[config.mk]
export PLATFORM = sky130hd
export DESIGN_NAME = prefix_code_gray_pixel_decoder_core
export DESIGN_NICKNAME = d
export VERILOG_FILES = /design/src/hw/rtl/pcgd_pkg.sv /design/src/hw/rtl/pcgd_front.sv /design/src/hw/rtl/pcgd_back.sv /design/src/hw/rtl/prefix_code_gray_pixel_decoder_core.sv
export SDC_FILE = /design/constraint.sdc
export NUM_CORES = 1
export LEC_CHECK = 0
export BUFFER_PORTS_ARGS = -buffer_cell sky130_fd_sc_hd__buf_2
export CORE_UTILIZATION = 60
export CTS_BUF_LIST = sky130_fd_sc_hd__clkbuf_4 sky130_fd_sc_hd__clkbuf_8
export DETAILED_ROUTE_END_ITERATION = 8
export PLACE_DENSITY_LB_ADDON = 0.1
export SLEW_MARGIN = 40
export SYNTH_ARGS = -nofsm -noshare
export SYNTH_HDL_FRONTEND = slang
export SYNTH_HIERARCHICAL = 1
export SYNTH_SLANG_ARGS = --single-unit
[constraint.sdc]
create_clock -name clk -period 4.7 [get_ports clk]
set_input_delay 0.47 -clock clk [delete_from_list [all_inputs] [get_ports clk]]
set_output_delay 0.47 -clock clk [all_outputs]
set_load 0.01 [all_outputs]
[src/hw/rtl/pcgd_pkg.sv]
`timescale 1ns / 1ps
// ----------------------------------------------------------------------------
// pcgd_pkg: shared types and constants of the gray pixel decoder
// Item structs, register indexes, colors and the decode helper functions.
// ----------------------------------------------------------------------------
package pcgd_pkg;

    localparam int QUEUE_DEPTH = 4;

    localparam logic [1:0] CFG_GLYPH_WIDTH      = 2'd0;
    localparam logic [1:0] CFG_GLYPH_HEIGHT     = 2'd1;
    localparam logic [1:0] CFG_TRANSPARENT_MODE = 2'd2;

    localparam logic KIND_PIXEL = 1'b0;
    localparam logic KIND_END   = 1'b1;

    localparam logic [15:0] COLOR_WHITE = 16'hFFFF;
    localparam logic [15:0] COLOR_KEY   = 16'hF81F;
    localparam logic [15:0] COLOR_BLACK = 16'h0000;

    typedef struct packed {
        logic [7:0] data_byte;
        logic       last_byte;
    } in_item_t;

    typedef struct packed {
        logic        item_kind;
        logic [15:0] pixel_index;
        logic [15:0] pixel_color;
        logic        end_of_run;
    } out_item_t;

    // Settings seen by the decoder, derived from the configuration registers.
    typedef struct packed {
        logic [15:0] total;
        logic        transparent;
    } cfg_t;

    // Gray level g maps to v = (15-g)*17, which is the nibble 15-g repeated.
    function automatic logic [15:0] gray_color(input logic [3:0] g);
        logic [3:0] inv;
        logic [7:0] v;
        begin
            inv = 4'hF - g;
            v   = {inv, inv};
            return {v[7:3], v[7:2], v[7:3]};
        end
    endfunction

    // True when the bits below position pos complete at least one more code,
    // starting from the state right after a pixel.
    function automatic logic pixel_ahead(input logic [7:0] data, input logic [2:0] pos);
        logic [2:0] p1;
        logic [2:0] p2;
        begin
            p1 = pos - 3'd1;
            p2 = pos - 3'd2;
            return (pos != 3'd0) &&
                   (!data[p1] || ((pos >= 3'd2) && (!data[p2] || (pos >= 3'd6))));
        end
    endfunction

endpackage

[src/hw/rtl/pcgd_front.sv]
`timescale 1ns / 1ps
// ----------------------------------------------------------------------------
// pcgd_front: input byte queue
// Accepts bitstream bytes and holds them until the decoder has used them.
// ----------------------------------------------------------------------------
module pcgd_front
    import pcgd_pkg::*;
#(
    parameter int DEPTH = QUEUE_DEPTH
)
(
    input  logic     clk,
    input  logic     rst_n,
    input  logic     byte_valid,
    output logic     byte_stall,
    input  in_item_t byte_item,
    output logic     head_valid,
    output in_item_t head_item,
    input  logic     head_pop
);

    localparam int PTR_W = (DEPTH > 1) ? $clog2(DEPTH) : 1;
    localparam int CNT_W = $clog2(DEPTH + 1);

    in_item_t queue_mem [DEPTH];

    logic [PTR_W-1:0] wr_ptr_reg, wr_ptr_next;
    logic [PTR_W-1:0] rd_ptr_reg, rd_ptr_next;
    logic [CNT_W-1:0] count_reg, count_next;
    logic             push;
    logic             pop;

    assign byte_stall = (count_reg == CNT_W'(DEPTH));
    assign push       = byte_valid && !byte_stall;
    assign head_valid = (count_reg != '0);
    assign pop        = head_pop && head_valid;
    assign head_item  = queue_mem[rd_ptr_reg];

    always_comb
    begin
        wr_ptr_next = wr_ptr_reg;
        rd_ptr_next = rd_ptr_reg;
        count_next  = count_reg;
        if (push)
        begin
            wr_ptr_next = (wr_ptr_reg == PTR_W'(DEPTH - 1)) ? '0 : wr_ptr_reg + PTR_W'(1);
        end
        if (pop)
        begin
            rd_ptr_next = (rd_ptr_reg == PTR_W'(DEPTH - 1)) ? '0 : rd_ptr_reg + PTR_W'(1);
        end
        if (push && !pop)
        begin
            count_next = count_reg + CNT_W'(1);
        end
        else if (pop && !push)
        begin
            count_next = count_reg - CNT_W'(1);
        end
    end

    always_ff @(posedge clk or negedge rst_n)
    begin
        if (!rst_n)
        begin
            wr_ptr_reg <= '0;
            rd_ptr_reg <= '0;
            count_reg  <= '0;
        end
        else
        begin
            wr_ptr_reg <= wr_ptr_next;
            rd_ptr_reg <= rd_ptr_next;
            count_reg  <= count_next;
        end
    end

    always_ff @(posedge clk)
    begin
        if (push)
        begin
            queue_mem[wr_ptr_reg] <= byte_item;
        end
    end

endmodule

[src/hw/rtl/pcgd_back.sv]
`timescale 1ns / 1ps
// ----------------------------------------------------------------------------
// pcgd_back: bit-serial prefix code decoder
// Walks the head byte one code bit per cycle unless stalled; registers items.
// ----------------------------------------------------------------------------
module pcgd_back
    import pcgd_pkg::*;
(
    input  logic      clk,
    input  logic      rst_n,
    input  cfg_t      cfg,
    input  logic      head_valid,
    input  in_item_t  head_item,
    output logic      head_pop,
    output logic      out_valid,
    input  logic      out_stall,
    output out_item_t out_item
);

    typedef enum logic [2:0] {
        PH_IDLE = 3'b001,
        PH_ONE  = 3'b010,
        PH_GRAY = 3'b100
    } phase_t;

    typedef enum logic [2:0] {
        ST_BITS   = 3'b001,
        ST_FLUSH  = 3'b010,
        ST_REPORT = 3'b100
    } step_t;

    step_t       step_reg, step_next;
    phase_t      phase_reg, phase_next;
    logic [2:0]  bit_idx_reg, bit_idx_next;
    logic [3:0]  gray_bits_reg, gray_bits_next;
    logic [2:0]  gray_cnt_reg, gray_cnt_next;
    logic [15:0] done_reg, done_next;
    logic        out_valid_reg, out_valid_next;
    out_item_t   out_item_reg, out_item_next;

    logic        advance;
    logic        full;
    logic        done_after;
    logic        cur_bit;
    logic [15:0] backdrop_color;
    logic [3:0]  gray_shift;
    logic        pix_emit;
    logic [15:0] pix_color;

    assign advance        = head_valid && (!out_valid_reg || !out_stall);
    assign full           = (done_reg >= cfg.total);
    assign done_after     = ({1'b0, done_reg} + 17'd1) >= {1'b0, cfg.total};
    assign cur_bit        = head_item.data_byte[bit_idx_reg];
    assign backdrop_color = cfg.transparent ? COLOR_KEY : COLOR_WHITE;
    assign gray_shift     = {gray_bits_reg[2:0], cur_bit};

    assign out_valid = out_valid_reg;
    assign out_item  = out_item_reg;

    always_comb
    begin
        step_next      = step_reg;
        phase_next     = phase_reg;
        bit_idx_next   = bit_idx_reg;
        gray_bits_next = gray_bits_reg;
        gray_cnt_next  = gray_cnt_reg;
        done_next      = done_reg;
        out_valid_next = out_valid_reg;
        out_item_next  = out_item_reg;
        head_pop       = 1'b0;
        pix_emit       = 1'b0;
        pix_color      = COLOR_BLACK;

        if (out_valid_reg && !out_stall)
        begin
            out_valid_next = 1'b0;
        end

        if (advance)
        begin
            case (step_reg)
                ST_BITS:
                begin
                    if (!full)
                    begin
                        case (phase_reg)
                            PH_ONE:
                            begin
                                if (!cur_bit)
                                begin
                                    pix_emit   = 1'b1;
                                    pix_color  = COLOR_BLACK;
                                    phase_next = PH_IDLE;
                                end
                                else
                                begin
                                    phase_next     = PH_GRAY;
                                    gray_bits_next = '0;
                                    gray_cnt_next  = '0;
                                end
                            end
                            PH_GRAY:
                            begin
                                if (gray_cnt_reg == 3'd3)
                                begin
                                    pix_emit       = 1'b1;
                                    pix_color      = gray_color(gray_shift);
                                    phase_next     = PH_IDLE;
                                    gray_bits_next = '0;
                                    gray_cnt_next  = '0;
                                end
                                else
                                begin
                                    gray_bits_next = gray_shift;
                                    gray_cnt_next  = gray_cnt_reg + 3'd1;
                                end
                            end
                            default:
                            begin
                                if (!cur_bit)
                                begin
                                    pix_emit  = 1'b1;
                                    pix_color = backdrop_color;
                                end
                                else
                                begin
                                    phase_next = PH_ONE;
                                end
                            end
                        endcase
                    end

                    if (pix_emit)
                    begin
                        // The item closes the run unless an end report follows
                        // or this byte's rest completes a code in the glyph.
                        out_valid_next           = 1'b1;
                        out_item_next.item_kind   = KIND_PIXEL;
                        out_item_next.pixel_index = done_reg;
                        out_item_next.pixel_color = pix_color;
                        out_item_next.end_of_run  = !head_item.last_byte &&
                            !(!done_after && pixel_ahead(head_item.data_byte, bit_idx_reg));
                        done_next                 = done_reg + 16'd1;
                    end

                    if (bit_idx_reg == 3'd0)
                    begin
                        bit_idx_next = 3'd7;
                        if (head_item.last_byte)
                        begin
                            step_next = ST_FLUSH;
                        end
                        else
                        begin
                            head_pop = 1'b1;
                        end
                    end
                    else
                    begin
                        bit_idx_next = bit_idx_reg - 3'd1;
                    end
                end
                ST_FLUSH:
                begin
                    // A gray code cut off by the end of the glyph still yields
                    // a pixel from the bits gathered so far.
                    if (!full && (phase_reg == PH_GRAY))
                    begin
                        out_valid_next            = 1'b1;
                        out_item_next.item_kind   = KIND_PIXEL;
                        out_item_next.pixel_index = done_reg;
                        out_item_next.pixel_color = gray_color(gray_bits_reg);
                        out_item_next.end_of_run  = 1'b0;
                        done_next                 = done_reg + 16'd1;
                    end
                    step_next = ST_REPORT;
                end
                ST_REPORT:
                begin
                    out_valid_next            = 1'b1;
                    out_item_next.item_kind   = KIND_END;
                    out_item_next.pixel_index = done_reg;
                    out_item_next.pixel_color = backdrop_color;
                    out_item_next.end_of_run  = 1'b1;
                    phase_next                = PH_IDLE;
                    gray_bits_next            = '0;
                    gray_cnt_next             = '0;
                    done_next                 = '0;
                    head_pop                  = 1'b1;
                    step_next                 = ST_BITS;
                end
                default:
                begin
                    step_next = ST_BITS;
                end
            endcase
        end
    end

    always_ff @(posedge clk or negedge rst_n)
    begin
        if (!rst_n)
        begin
            step_reg      <= ST_BITS;
            phase_reg     <= PH_IDLE;
            bit_idx_reg   <= 3'd7;
            gray_bits_reg <= '0;
            gray_cnt_reg  <= '0;
            done_reg      <= '0;
            out_valid_reg <= 1'b0;
        end
        else
        begin
            step_reg      <= step_next;
            phase_reg     <= phase_next;
            bit_idx_reg   <= bit_idx_next;
            gray_bits_reg <= gray_bits_next;
            gray_cnt_reg  <= gray_cnt_next;
            done_reg      <= done_next;
            out_valid_reg <= out_valid_next;
        end
    end

    always_ff @(posedge clk)
    begin
        out_item_reg <= out_item_next;
    end

endmodule

[src/hw/rtl/prefix_code_gray_pixel_decoder_core.sv]
`timescale 1ns / 1ps
// ----------------------------------------------------------------------------
// prefix_code_gray_pixel_decoder_core: glyph bitmap to RGB565 pixel decoder
// Queues compressed bytes, decodes them bit-serially and emits pixel items.
// ----------------------------------------------------------------------------
// Path: an accepted byte is written into the queue and decoded from its head;
// each pixel is valid in the cycle after its last code bit.
// Throughput: one code bit per cycle unless the output stalls, plus a flush
// and an end report step for a last byte; a byte queue lets input run ahead.
// Reset: rst_n is asynchronous and active low; it empties the queue, clears
// the decode state and sets all configuration registers to zero.
// ----------------------------------------------------------------------------
module prefix_code_gray_pixel_decoder_core
    import pcgd_pkg::*;
#(
    parameter int QUEUE_DEPTH_P = QUEUE_DEPTH
)
(
    input  logic      clk,
    input  logic      rst_n,
    input  logic      byte_valid,
    output logic      byte_stall,
    input  in_item_t  byte_item,
    output logic      pixel_valid,
    input  logic      pixel_stall,
    output out_item_t pixel_item,
    input  logic      cfg_valid,
    output logic      cfg_ready,
    input  logic [1:0] cfg_index,
    input  logic [7:0] cfg_data
);

    logic [7:0]  width_reg;
    logic [7:0]  height_reg;
    logic        transparent_reg;
    logic [15:0] total_reg;
    cfg_t        cfg;

    logic        head_valid;
    in_item_t    head_item;
    logic        head_pop;

    assign cfg_ready       = 1'b1;
    assign cfg.total       = total_reg;
    assign cfg.transparent = transparent_reg;

    always_ff @(posedge clk or negedge rst_n)
    begin
        if (!rst_n)
        begin
            width_reg       <= '0;
            height_reg      <= '0;
            transparent_reg <= 1'b0;
            total_reg       <= '0;
        end
        else
        begin
            total_reg <= {8'd0, width_reg} * {8'd0, height_reg};
            if (cfg_valid && cfg_ready)
            begin
                case (cfg_index)
                    CFG_GLYPH_WIDTH:      width_reg       <= cfg_data;
                    CFG_GLYPH_HEIGHT:     height_reg      <= cfg_data;
                    CFG_TRANSPARENT_MODE: transparent_reg <= cfg_data[0];
                    default:              ;
                endcase
            end
        end
    end

    pcgd_front #(
        .DEPTH (QUEUE_DEPTH_P)
    ) u_front (
        .clk        (clk),
        .rst_n      (rst_n),
        .byte_valid (byte_valid),
        .byte_stall (byte_stall),
        .byte_item  (byte_item),
        .head_valid (head_valid),
        .head_item  (head_item),
        .head_pop   (head_pop)
    );

    pcgd_back u_back (
        .clk        (clk),
        .rst_n      (rst_n),
        .cfg        (cfg),
        .head_valid (head_valid),
        .head_item  (head_item),
        .head_pop   (head_pop),
        .out_valid  (pixel_valid),
        .out_stall  (pixel_stall),
        .out_item   (pixel_item)
    );

`ifndef NO_ASSERTIONS
    // An end report always closes the run of its byte.
    a_end_closes_run: assert property (@(posedge clk) disable iff (!rst_n)
        (pixel_valid && (pixel_item.item_kind == KIND_END)) |-> pixel_item.end_of_run)
        else $error("end report without end_of_run");

    // Pixels never run past the glyph area.
    a_pixel_in_area: assert property (@(posedge clk) disable iff (!rst_n)
        (pixel_valid && (pixel_item.item_kind == KIND_PIXEL))
            |-> (pixel_item.pixel_index < total_reg))
        else $error("pixel index beyond glyph area");

    // A stalled result item stays valid and unchanged.
    a_stall_holds: assert property (@(posedge clk) disable iff (!rst_n)
        (pixel_valid && pixel_stall) |=> (pixel_valid && $stable(pixel_item)))
        else $error("stalled result item changed");
`endif

endmodule

==> results.json, run 1 <==
{
  "status": "complete, no violations",
  "drive_gt1_frac": 0.184,
  "yosysSeqAreaShare": 0.413,
  "met1_usage": 0.308,
  "p_sw_mw": 3.20,
  "clkSinkCount": 135,
  "reg2regPathDepth": 13,
  "p_leak_nw": 4.47,
  "clkPwrFrac": 0.146,
  "hold_path.class": "input port to async pin",
  "grt_max_degree": 74,
  "cts_buffers": 17,
  "viasPerCell": 5.87,
  "io_pins": 61,
  "cp_max_fo": 9,
  "routed_wl_um": 17300,
  "synth_cell_types": 69,
  "antenna_found_initial": 0,
  "fp.dieW_um": 124,
  "cp.required_ns": 5.01,
  "cts_resized": 0,
  "async_reset_ff_frac": 0.541,
  "syn_area_per_cell_um2": 11.3,
  "cts_tree": "yes",
  "clockBufferDepth": 2,
  "finalNetCount": 986,
  "setup_ws_ns": 0.356,
  "initial_utilization": 0.616,
  "num_rows": 44,
  "cp_slowest_stage_delay_ns": 0.54,
  "critPathTopFamily": "adder cells",
  "yosysWarnings": 6,
  "critPathLaunchType": "flip-flop",
  "crit_path_end_kind": "flip-flop",
  "rsz0062_at_grt": "no",
  "final_common_cell": "ha_1",
  "cp_num_cells": 13,
  "top_usage_layer": "met2",
  "intPower_mw": 4.16,
  "worstSetupPathType": "flip-flop to flip-flop",
  "crit_path_cell_trace": "and2_1 > fa_1 > fa_1 > inv_1 > fa_1 > fa_1 > inv_1 > ha_1 > a21o_1 > a21oi_1 > a21oi_1 > nor4b_1 > a311oi_1",
  "antenna_left": 0,
  "combPwrFrac": 0.576,
  "die_h_um": 124,
  "slew_violations": 0,
  "place_ws_ns": 0.420,
  "hold_violations": 0,
  "crit_path_frequent_cell": "fa_1",
  "avgRoutedWirePerCell_um": 16.6,
  "layout_common_cells": "80 x ha_1, 79 x inv_1, 68 x dfrtp_1, 62 x edfxtp_1, 58 x buf_2",
  "path_buf_inv": 2,
  "postCtsSetupRepairBufs": 0,
  "finalInstanceArea_um2": 9810,
  "finalSetupViolations": 0,
  "core-area_um2": 14500,
  "dpl-instance-area_um2": 9370,
  "synth_edf_count": 62,
  "period_minus_slack_ns": 4.34,
  "fin_util": 0.675,
  "synth_nets": 931,
  "diodes": 0,
  "clkSlewWorstSetupHoldPaths_ns": 0.09,
  "grt_pass1_vias": 6110,
  "numPortBuffers": 59,
  "syn_area_um2": 8960,
  "arrival_ns": 4.65,
  "drt_pass1_iterations": 4,
  "synth_seq_cells": 135,
  "syn_inst": 790,
  "clock_skew_ns": 0.0168,
  "maxSlewHeadroom": 0.458,
  "cts_hold_buf": 0,
  "fmax_ghz": 0.230,
  "largest_reg_flops": 36,
  "finalCritPeriodShare": 0.924,
  "power_density_nw_per_um2": 750,
  "post-dp-hpwl_um": 13100,
  "num_vias": 6121,
  "syn_to_final_growth_pct": 9.58,
  "grt_pass1_wl_um": 28500,
  "insertion_delay_ns": 0.45,
  "drc": 0,
  "grt-ovfl-total": 0,
  "seqPwrFrac": 0.278,
  "peakVddDrop_uv": 517,
  "cts_root_buffer": "clkbuf_8",
  "use_met3": 0.0545,
  "tightest_slew_ns": 0.814,
  "cts-htree-levels": 4,
  "drtIter0Drc": 497,
  "die-area_um2": 15400,
  "met2_usage": 0.406,
  "track_usage": 0.244,
  "synth-main-ff-cell": "dfrtp_1",
  "crit_slowest_cell": "fa_1",
  "gp_congestion": 0.933,
  "fin_setup_tns_ns": 0,
  "maxCapViolations": 0,
  "p_sw_frac": 0.435
}
synthesized netlist by cell type (all sizes together), types with 2 or more instances:
cell type,number,area share
a211o,4,0.0039
a21boi,3,0.0025
a21o,6,0.0050
a21oi,37,0.021
a22oi,2,0.0017
a31oi,8,0.0073
and2,57,0.040
and3,5,0.0035
buf,14,0.012
clkbuf,12,0.0050
dfrtp,68,0.19
dfstp,5,0.015
edfxtp,62,0.21
fa,37,0.083
ha,80,0.11
inv,81,0.034
mux2,30,0.039
mux2i,7,0.0078
mux4,15,0.038
nand2,54,0.023
nand2b,5,0.0035
nand3,16,0.0089
nand3b,3,0.0025
nand4,9,0.0063
nor2,33,0.014
nor2b,10,0.0081
nor3,13,0.0073
nor3b,5,0.0066
nor4,5,0.0035
o211ai,2,0.0017
o21a,3,0.0025
o21ai,31,0.019
o21bai,2,0.0017
o221ai,5,0.0049
o311ai,2,0.0039
o31ai,11,0.0092
o41ai,7,0.0068
or2,2,0.0014
or3,4,0.0034
xnor2,13,0.013
xor2,12,0.012
layout make-up:
type	count	area (um^2)
Clock buffer	17	234
Sequential cell	135	3690
Clock inverter	15	213
Timing Repair Buffer	62	324
Fill cell	1132	4720
Multi-Input combinational cell	548	4810
Inverter	81	304
Tap cell	184	230
cells by family (layout without fill, tap and decap cells):
group / Yosys count / after routing / share of synthesized area
xor gates and xnor gates: 25 / 25 / 0.0244
AOI/OAI and AO/OA: 131 / 131 / 0.0996
DFF: 135 / 135 / 0.413
muxes: 52 / 52 / 0.0845
other: 1 / 1 / 0.000419
adders and majority gates: 117 / 117 / 0.194
and+or+nand+nor: 222 / 222 / 0.133
buffers and inverters: 107 / 175 / 0.0510
through the flow:
step	total power [mW]	hold WS, ns	std cells
floorplan	5.38	0.174	790
global placement	6.12	0.475	1010
detailed placement	6.30	0.486	1010
CTS	7.42	0.0384	1042
global route	8.06	0.0526	1042
finish	7.36	0.0251	1042
final timing paths:
kind | start | endpoint | slack (ns)
hold / removal | rst_n | u_back/done_reg[3] | 0.03
min in group clk | byte_item[6] | u_front/queue_mem[3][6] | 0.24
hold reg to reg | u_back/gray_cnt_reg[1] | u_back/gray_cnt_reg[1] | 0.50
max in group asynchronous | rst_n | width_reg[5] | 4.20
setup reg to reg | height_reg[4] | total_reg[12] | 0.36
setup / recovery | height_reg[4] | total_reg[12] | 0.36
per-layer routing:
metal  share of wire  vias up
met4           0.022        0
li1                -     2913
met1            0.44     3016
met5               0        -
met2            0.49      164
met3           0.042       28
power by group through the flow:
stage | logic (mW) | registers (mW) | clock network (mW)
floorplan | 3.36 | 2.02 | 0
CTS | 4.26 | 2.05 | 1.11
detailed placement | 4.23 | 2.07 | 0
global placement | 4.07 | 2.05 | 0
global route | 4.79 | 2.11 | 1.16
finish | 4.24 | 2.04 | 1.08
No activity file was read; power rests on OpenSTA's default activity.
==> inputs of run 2 (changes only) <==
CELL_PAD_IN_SITES_DETAIL_PLACEMENT = 0   (was default)
CELL_PAD_IN_SITES_GLOBAL_PLACEMENT = 1   (was default)
CORE_UTILIZATION = 51   (was 60)
CTS_CLUSTER_SIZE = 14   (was default)
RECOVER_POWER = 100   (was default)
==> run 2 against run 1 <==
Against the previous run:
- the run now ends with capacitance limit, slew limit left
- final cell count increased by 4.0%
- power decreased by 2.5%
- clock power decreased by 7%
- maximum frequency increased by 2.6%
- die area increased by 17%
- via count decreased by 1.5%
- worst setup slack improved by 0.11 ns
- first-iteration DRC count decreased by 55%
- critical endpoint is now total_reg[14]
- non-clock buffer count increased by 1
- core utilization decreased by 11 points
- largest cell class unchanged
- sequential share of layout area increased by 0.37 points
- largest power group unchanged
==> results.json, run 2 (synthesized netlist as in run 1, its figures left out) <==
{
  "status": "complete, but fails checks",
  "violations": "capacitance limit, slew limit",
  "post-dp-hpwl_um": 13600,
  "place_ws_ns": 0.488,
  "num_rows": 48,
  "drive_gt1_frac": 0.121,
  "rsz0062_at_grt": "no",
  "cp.required_ns": 5.03,
  "finalNetCount": 987,
  "io_pins": 61,
  "maxSlewHeadroom": -1.66,
  "grt_pass1_wl_um": 30100,
  "drt_pass1_iterations": 5,
  "routed_wl_um": 18000,
  "antenna_left": 0,
  "crit_slowest_cell": "fa_1",
  "cp_slowest_stage_delay_ns": 0.55,
  "num_vias": 6032,
  "track_usage": 0.213,
  "cts-htree-levels": 4,
  "drtIter0Drc": 223,
  "tightest_slew_ns": 3.99,
  "drc": 0,
  "p_leak_nw": 4.29,
  "met1_usage": 0.288,
  "hold_path.class": "input port to flip-flop",
  "crit_path_frequent_cell": "fa_1",
  "avgRoutedWirePerCell_um": 16.6,
  "crit_path_end_kind": "flip-flop",
  "use_met3": 0.0338,
  "peakVddDrop_uv": 387,
  "cp_max_fo": 9,
  "layout_common_cells": "80 x inv_1, 80 x ha_1, 68 x dfrtp_1, 62 x edfxtp_1, 53 x nand2_1",
  "cts_tree": "yes",
  "met2_usage": 0.359,
  "diodes": 0,
  "clkSlewWorstSetupHoldPaths_ns": 0.10,
  "critPathTopFamily": "adder cells",
  "clock_skew_ns": 0.0228,
  "crit_path_cell_trace": "and2_0 > fa_1 > fa_1 > inv_1 > fa_1 > fa_1 > inv_1 > ha_1 > a21o_1 > a21oi_1 > a21oi_1 > nor4_1 > nor3_1",
  "grt-ovfl-total": 0,
  "fillCellCount": 1533,
  "die-area_um2": 18100,
  "period_minus_slack_ns": 4.23,
  "initial_utilization": 0.520,
  "viasPerCell": 5.56,
  "clockBufferDepth": 2,
  "grt_pass1_vias": 6123,
  "finalCritPeriodShare": 0.901,
  "numPortBuffers": 59,
  "fmax_ghz": 0.236,
  "finalSetupViolations": 0,
  "core-area_um2": 17200,
  "arrival_ns": 4.56,
  "clkSinkCount": 135,
  "power_density_nw_per_um2": 739,
  "maxCapViolations": 1,
  "setup_ws_ns": 0.465,
  "insertion_delay_ns": 0.46,
  "largest_reg_flops": 36,
  "grt_max_degree": 74,
  "cts_hold_buf": 0,
  "antenna_found_initial": 0,
  "top_usage_layer": "met2",
  "slew_violations": 74,
  "power_mw": 7.18,
  "cts_resized": 0,
  "gp_congestion": 0.859,
  "fin_setup_tns_ns": 0,
  "worstSetupPathType": "flip-flop to flip-flop",
  "critPathLaunchType": "flip-flop",
  "die_h_um": 135,
  "hold_violations": 0,
  "path_buf_inv": 2,
  "postCtsSetupRepairBufs": 0,
  "cts_buffers": 17,
  "cts_root_buffer": "clkbuf_8",
  "syn_to_final_growth_pct": 8.51,
  "fp.dieW_um": 135
}
run 2: changes by cell type in the layout (fill, tap and decap cells not counted), moves of 10 or more:
cell,delta
buf_2,-46
and2_0,+10
o21ai_1,-10
and2_1,-10
clkbuf_1,+47
o21ai_0,+10
run 2: power breakdown:
part / internal (mW) / leakage [nW] / switching, mW
Sequential: 1.75 / 1.49 / 0.291
Clock: 0.451 / 0.211 / 0.552
Combinational: 1.72 / 2.59 / 2.41
Total: 3.92 / 4.29 / 3.25
run 2: area by class of cell:
class | count | area [um^2] | area share
clock buffer | 17 | 234 | 0.0241
clock inverter | 15 | 176 | 0.0182
inverter | 81 | 304 | 0.0313
multi-input combinational | 548 | 4760 | 0.490
sequential | 135 | 3690 | 0.380
tap | 225 | 282 | 0.0290
timing repair buffer | 63 | 267 | 0.0274
run 2: worst paths after layout:
kind                                      start                 endpoint  slack [ns]  cells past startpoint
max reg2reg                       height_reg[4]            total_reg[14]        0.47                     13
min in group asynchronous                 rst_n  u_back/gray_bits_reg[3]        1.39                      1
max                               height_reg[4]            total_reg[14]        0.47                     13
min                                 cfg_data[7]            height_reg[7]        0.25                      2
min reg2reg                u_front/count_reg[2]     u_front/count_reg[2]        0.50                      1
max in group asynchronous                 rst_n             total_reg[2]        1.07                      1
run 2: stage by stage:
step	utilization	cells	cell area, um^2	hold slack, ns
finish	0.564	1084	9720	0.248
global route	0.564	1084	9720	0.243
CTS	0.571	1084	9830	0.0266
detailed placement	0.547	1052	9420	0.497
global placement	0.546	1052	9410	0.474
floorplan	-	790	8960	0.174
run 2: routing by layer:
layer | part of all wire | vias to the layer above
met1 | 0.47 | 3009
met2 | 0.49 | 108
met4 | 0.0077 | 0
met5 | 0 | -
li1 | - | 2906
met3 | 0.028 | 9
==> inputs of run 3 (changes only) <==
CELL_PAD_IN_SITES_DETAIL_PLACEMENT = 1   (was 0)
==> run 3 against run 2 <==
Against the previous run:
- the run still ends with capacitance limit, slew limit left
- global-route usage is 1.9 points higher
- worst setup slack worse by 0.060 ns
- die area stayed put
- critical path type unchanged
==> results.json, run 3 (synthesized netlist as in run 1, its figures left out) <==
{
  "num_vias": 6111,
  "crit_slowest_cell": "dfrtp_1",
  "diodes": 0,
  "critPathLaunchType": "flip-flop",
  "numPortBuffers": 59,
  "avgRoutedWirePerCell_um": 18.3,
  "grt_max_degree": 74,
  "drt_pass1_iterations": 4,
  "clkSlewWorstSetupHoldPaths_ns": 0.11,
  "cp_max_fo": 27,
  "core-area_um2": 17200,
  "finalInstanceArea_um2": 9730,
  "fin_setup_tns_ns": 0,
  "viasPerCell": 5.64,
  "peakVddDrop_uv": 364,
  "finalNetCount": 987,
  "hold_path.class": "input port to flip-flop",
  "cp.required_ns": 4.79,
  "clkSinkCount": 135,
  "grt_pass1_wl_um": 32700,
  "crit_path_frequent_cell": "mux4_2",
  "violations": "capacitance limit, slew limit",
  "clock_skew_ns": 0.0253,
  "maxCapViolations": 1,
  "postCtsSetupRepairBufs": 0,
  "cts_hold_buf": 0,
  "period_minus_slack_ns": 4.29,
  "crit_path_cell_trace": "mux4_2 > mux4_2 > mux2_1 > o21ai_4 > a31oi_2 > or3_1 > inv_2",
  "insertion_delay_ns": 0.46,
  "dpl-instance-area_um2": 9420,
  "power_density_nw_per_um2": 752,
  "grt_pass1_vias": 6517,
  "drtIter0Drc": 219,
  "critPathTopFamily": "multiplexers",
  "largest_reg_flops": 36,
  "cts_tree": "yes",
  "slew_violations": 74,
  "maxSlewHeadroom": -1.69,
  "num_rows": 48,
  "p_leak_nw": 4.30,
  "grt-ovfl-total": 0,
  "syn_to_final_growth_pct": 8.68,
  "status": "complete, but fails checks",
  "place_ws_ns": 0.396,
  "drc": 0,
  "clockBufferDepth": 2,
  "tightest_slew_ns": 4.03,
  "antenna_found_initial": 0,
  "finalSetupViolations": 0,
  "antenna_left": 0,
  "io_pins": 61,
  "path_buf_inv": 1,
  "crit_path_end_kind": "flip-flop",
  "worstSetupPathType": "flip-flop to flip-flop",
  "drive_gt1_frac": 0.121,
  "rsz0062_at_grt": "no",
  "initial_utilization": 0.520,
  "layout_common_cells": "80 x inv_1, 80 x ha_1, 68 x dfrtp_1, 62 x edfxtp_1, 53 x nand2_1",
  "track_usage": 0.232,
  "post-dp-hpwl_um": 15200,
  "die_h_um": 135,
  "cts_root_buffer": "clkbuf_8",
  "cts-htree-levels": 4,
  "cts_buffers": 17,
  "die-area_um2": 18100,
  "cp_slowest_stage_delay_ns": 0.78,
  "arrival_ns": 4.38,
  "setup_ws_ns": 0.405,
  "finalCritPeriodShare": 0.914,
  "gp_congestion": 0.859,
  "cts_resized": 0,
  "routed_wl_um": 19800,
  "fmax_ghz": 0.233,
  "fp.dieW_um": 135,
  "hold_violations": 0
}
run 3: routing by layer:
layer | share of wire | up-vias | GRT usage
met5 | 0 | - | 0
met4 | 0.0076 | 0 | 0.0556
met3 | 0.024 | 14 | 0.0349
met2 | 0.52 | 102 | 0.413
met1 | 0.45 | 3097 | 0.297
li1 | - | 2898 | -
run 3: cell type report:
type	count	area, um^2
Clock inverter	15	184
Inverter	81	304
Timing Repair Buffer	63	267
Multi-Input combinational cell	548	4770
Tap cell	225	282
Sequential cell	135	3690
Fill cell	1888	7500
Clock buffer	17	234
run 3: where the power goes:
group,internal [mW],switching [mW]
clock network,0.454,0.555
logic,1.74,2.51
registers,1.76,0.305
run 3: worst paths after layout:
path	startpoint	endpoint	slack, ns	cells after the start
worst max-delay path	u_front/rd_ptr_reg[0]	u_back/out_item[23]	0.41	7
worst min-delay path	cfg_data[7]	width_reg[7]	0.26	2
worst max register to register	u_front/rd_ptr_reg[0]	u_back/out_item[23]	0.41	7
worst min register to register	u_front/count_reg[2]	u_front/count_reg[2]	0.49	1
max in group asynchronous	rst_n	height_reg[3]	1.02	1
min in group asynchronous	rst_n	u_back/gray_cnt_reg[2]	1.43	1
run 3: stage by stage:
step	instances	utilization	power, mW	hold WS, ns
floorplan	790	-	5.38	0.174
global placement	1052	0.546	6.18	0.474
detailed placement	1052	0.547	6.45	0.500
CTS	1084	0.571	7.49	0.0444
global route	1084	0.565	8.00	0.248
finish	1084	0.565	7.32	0.259
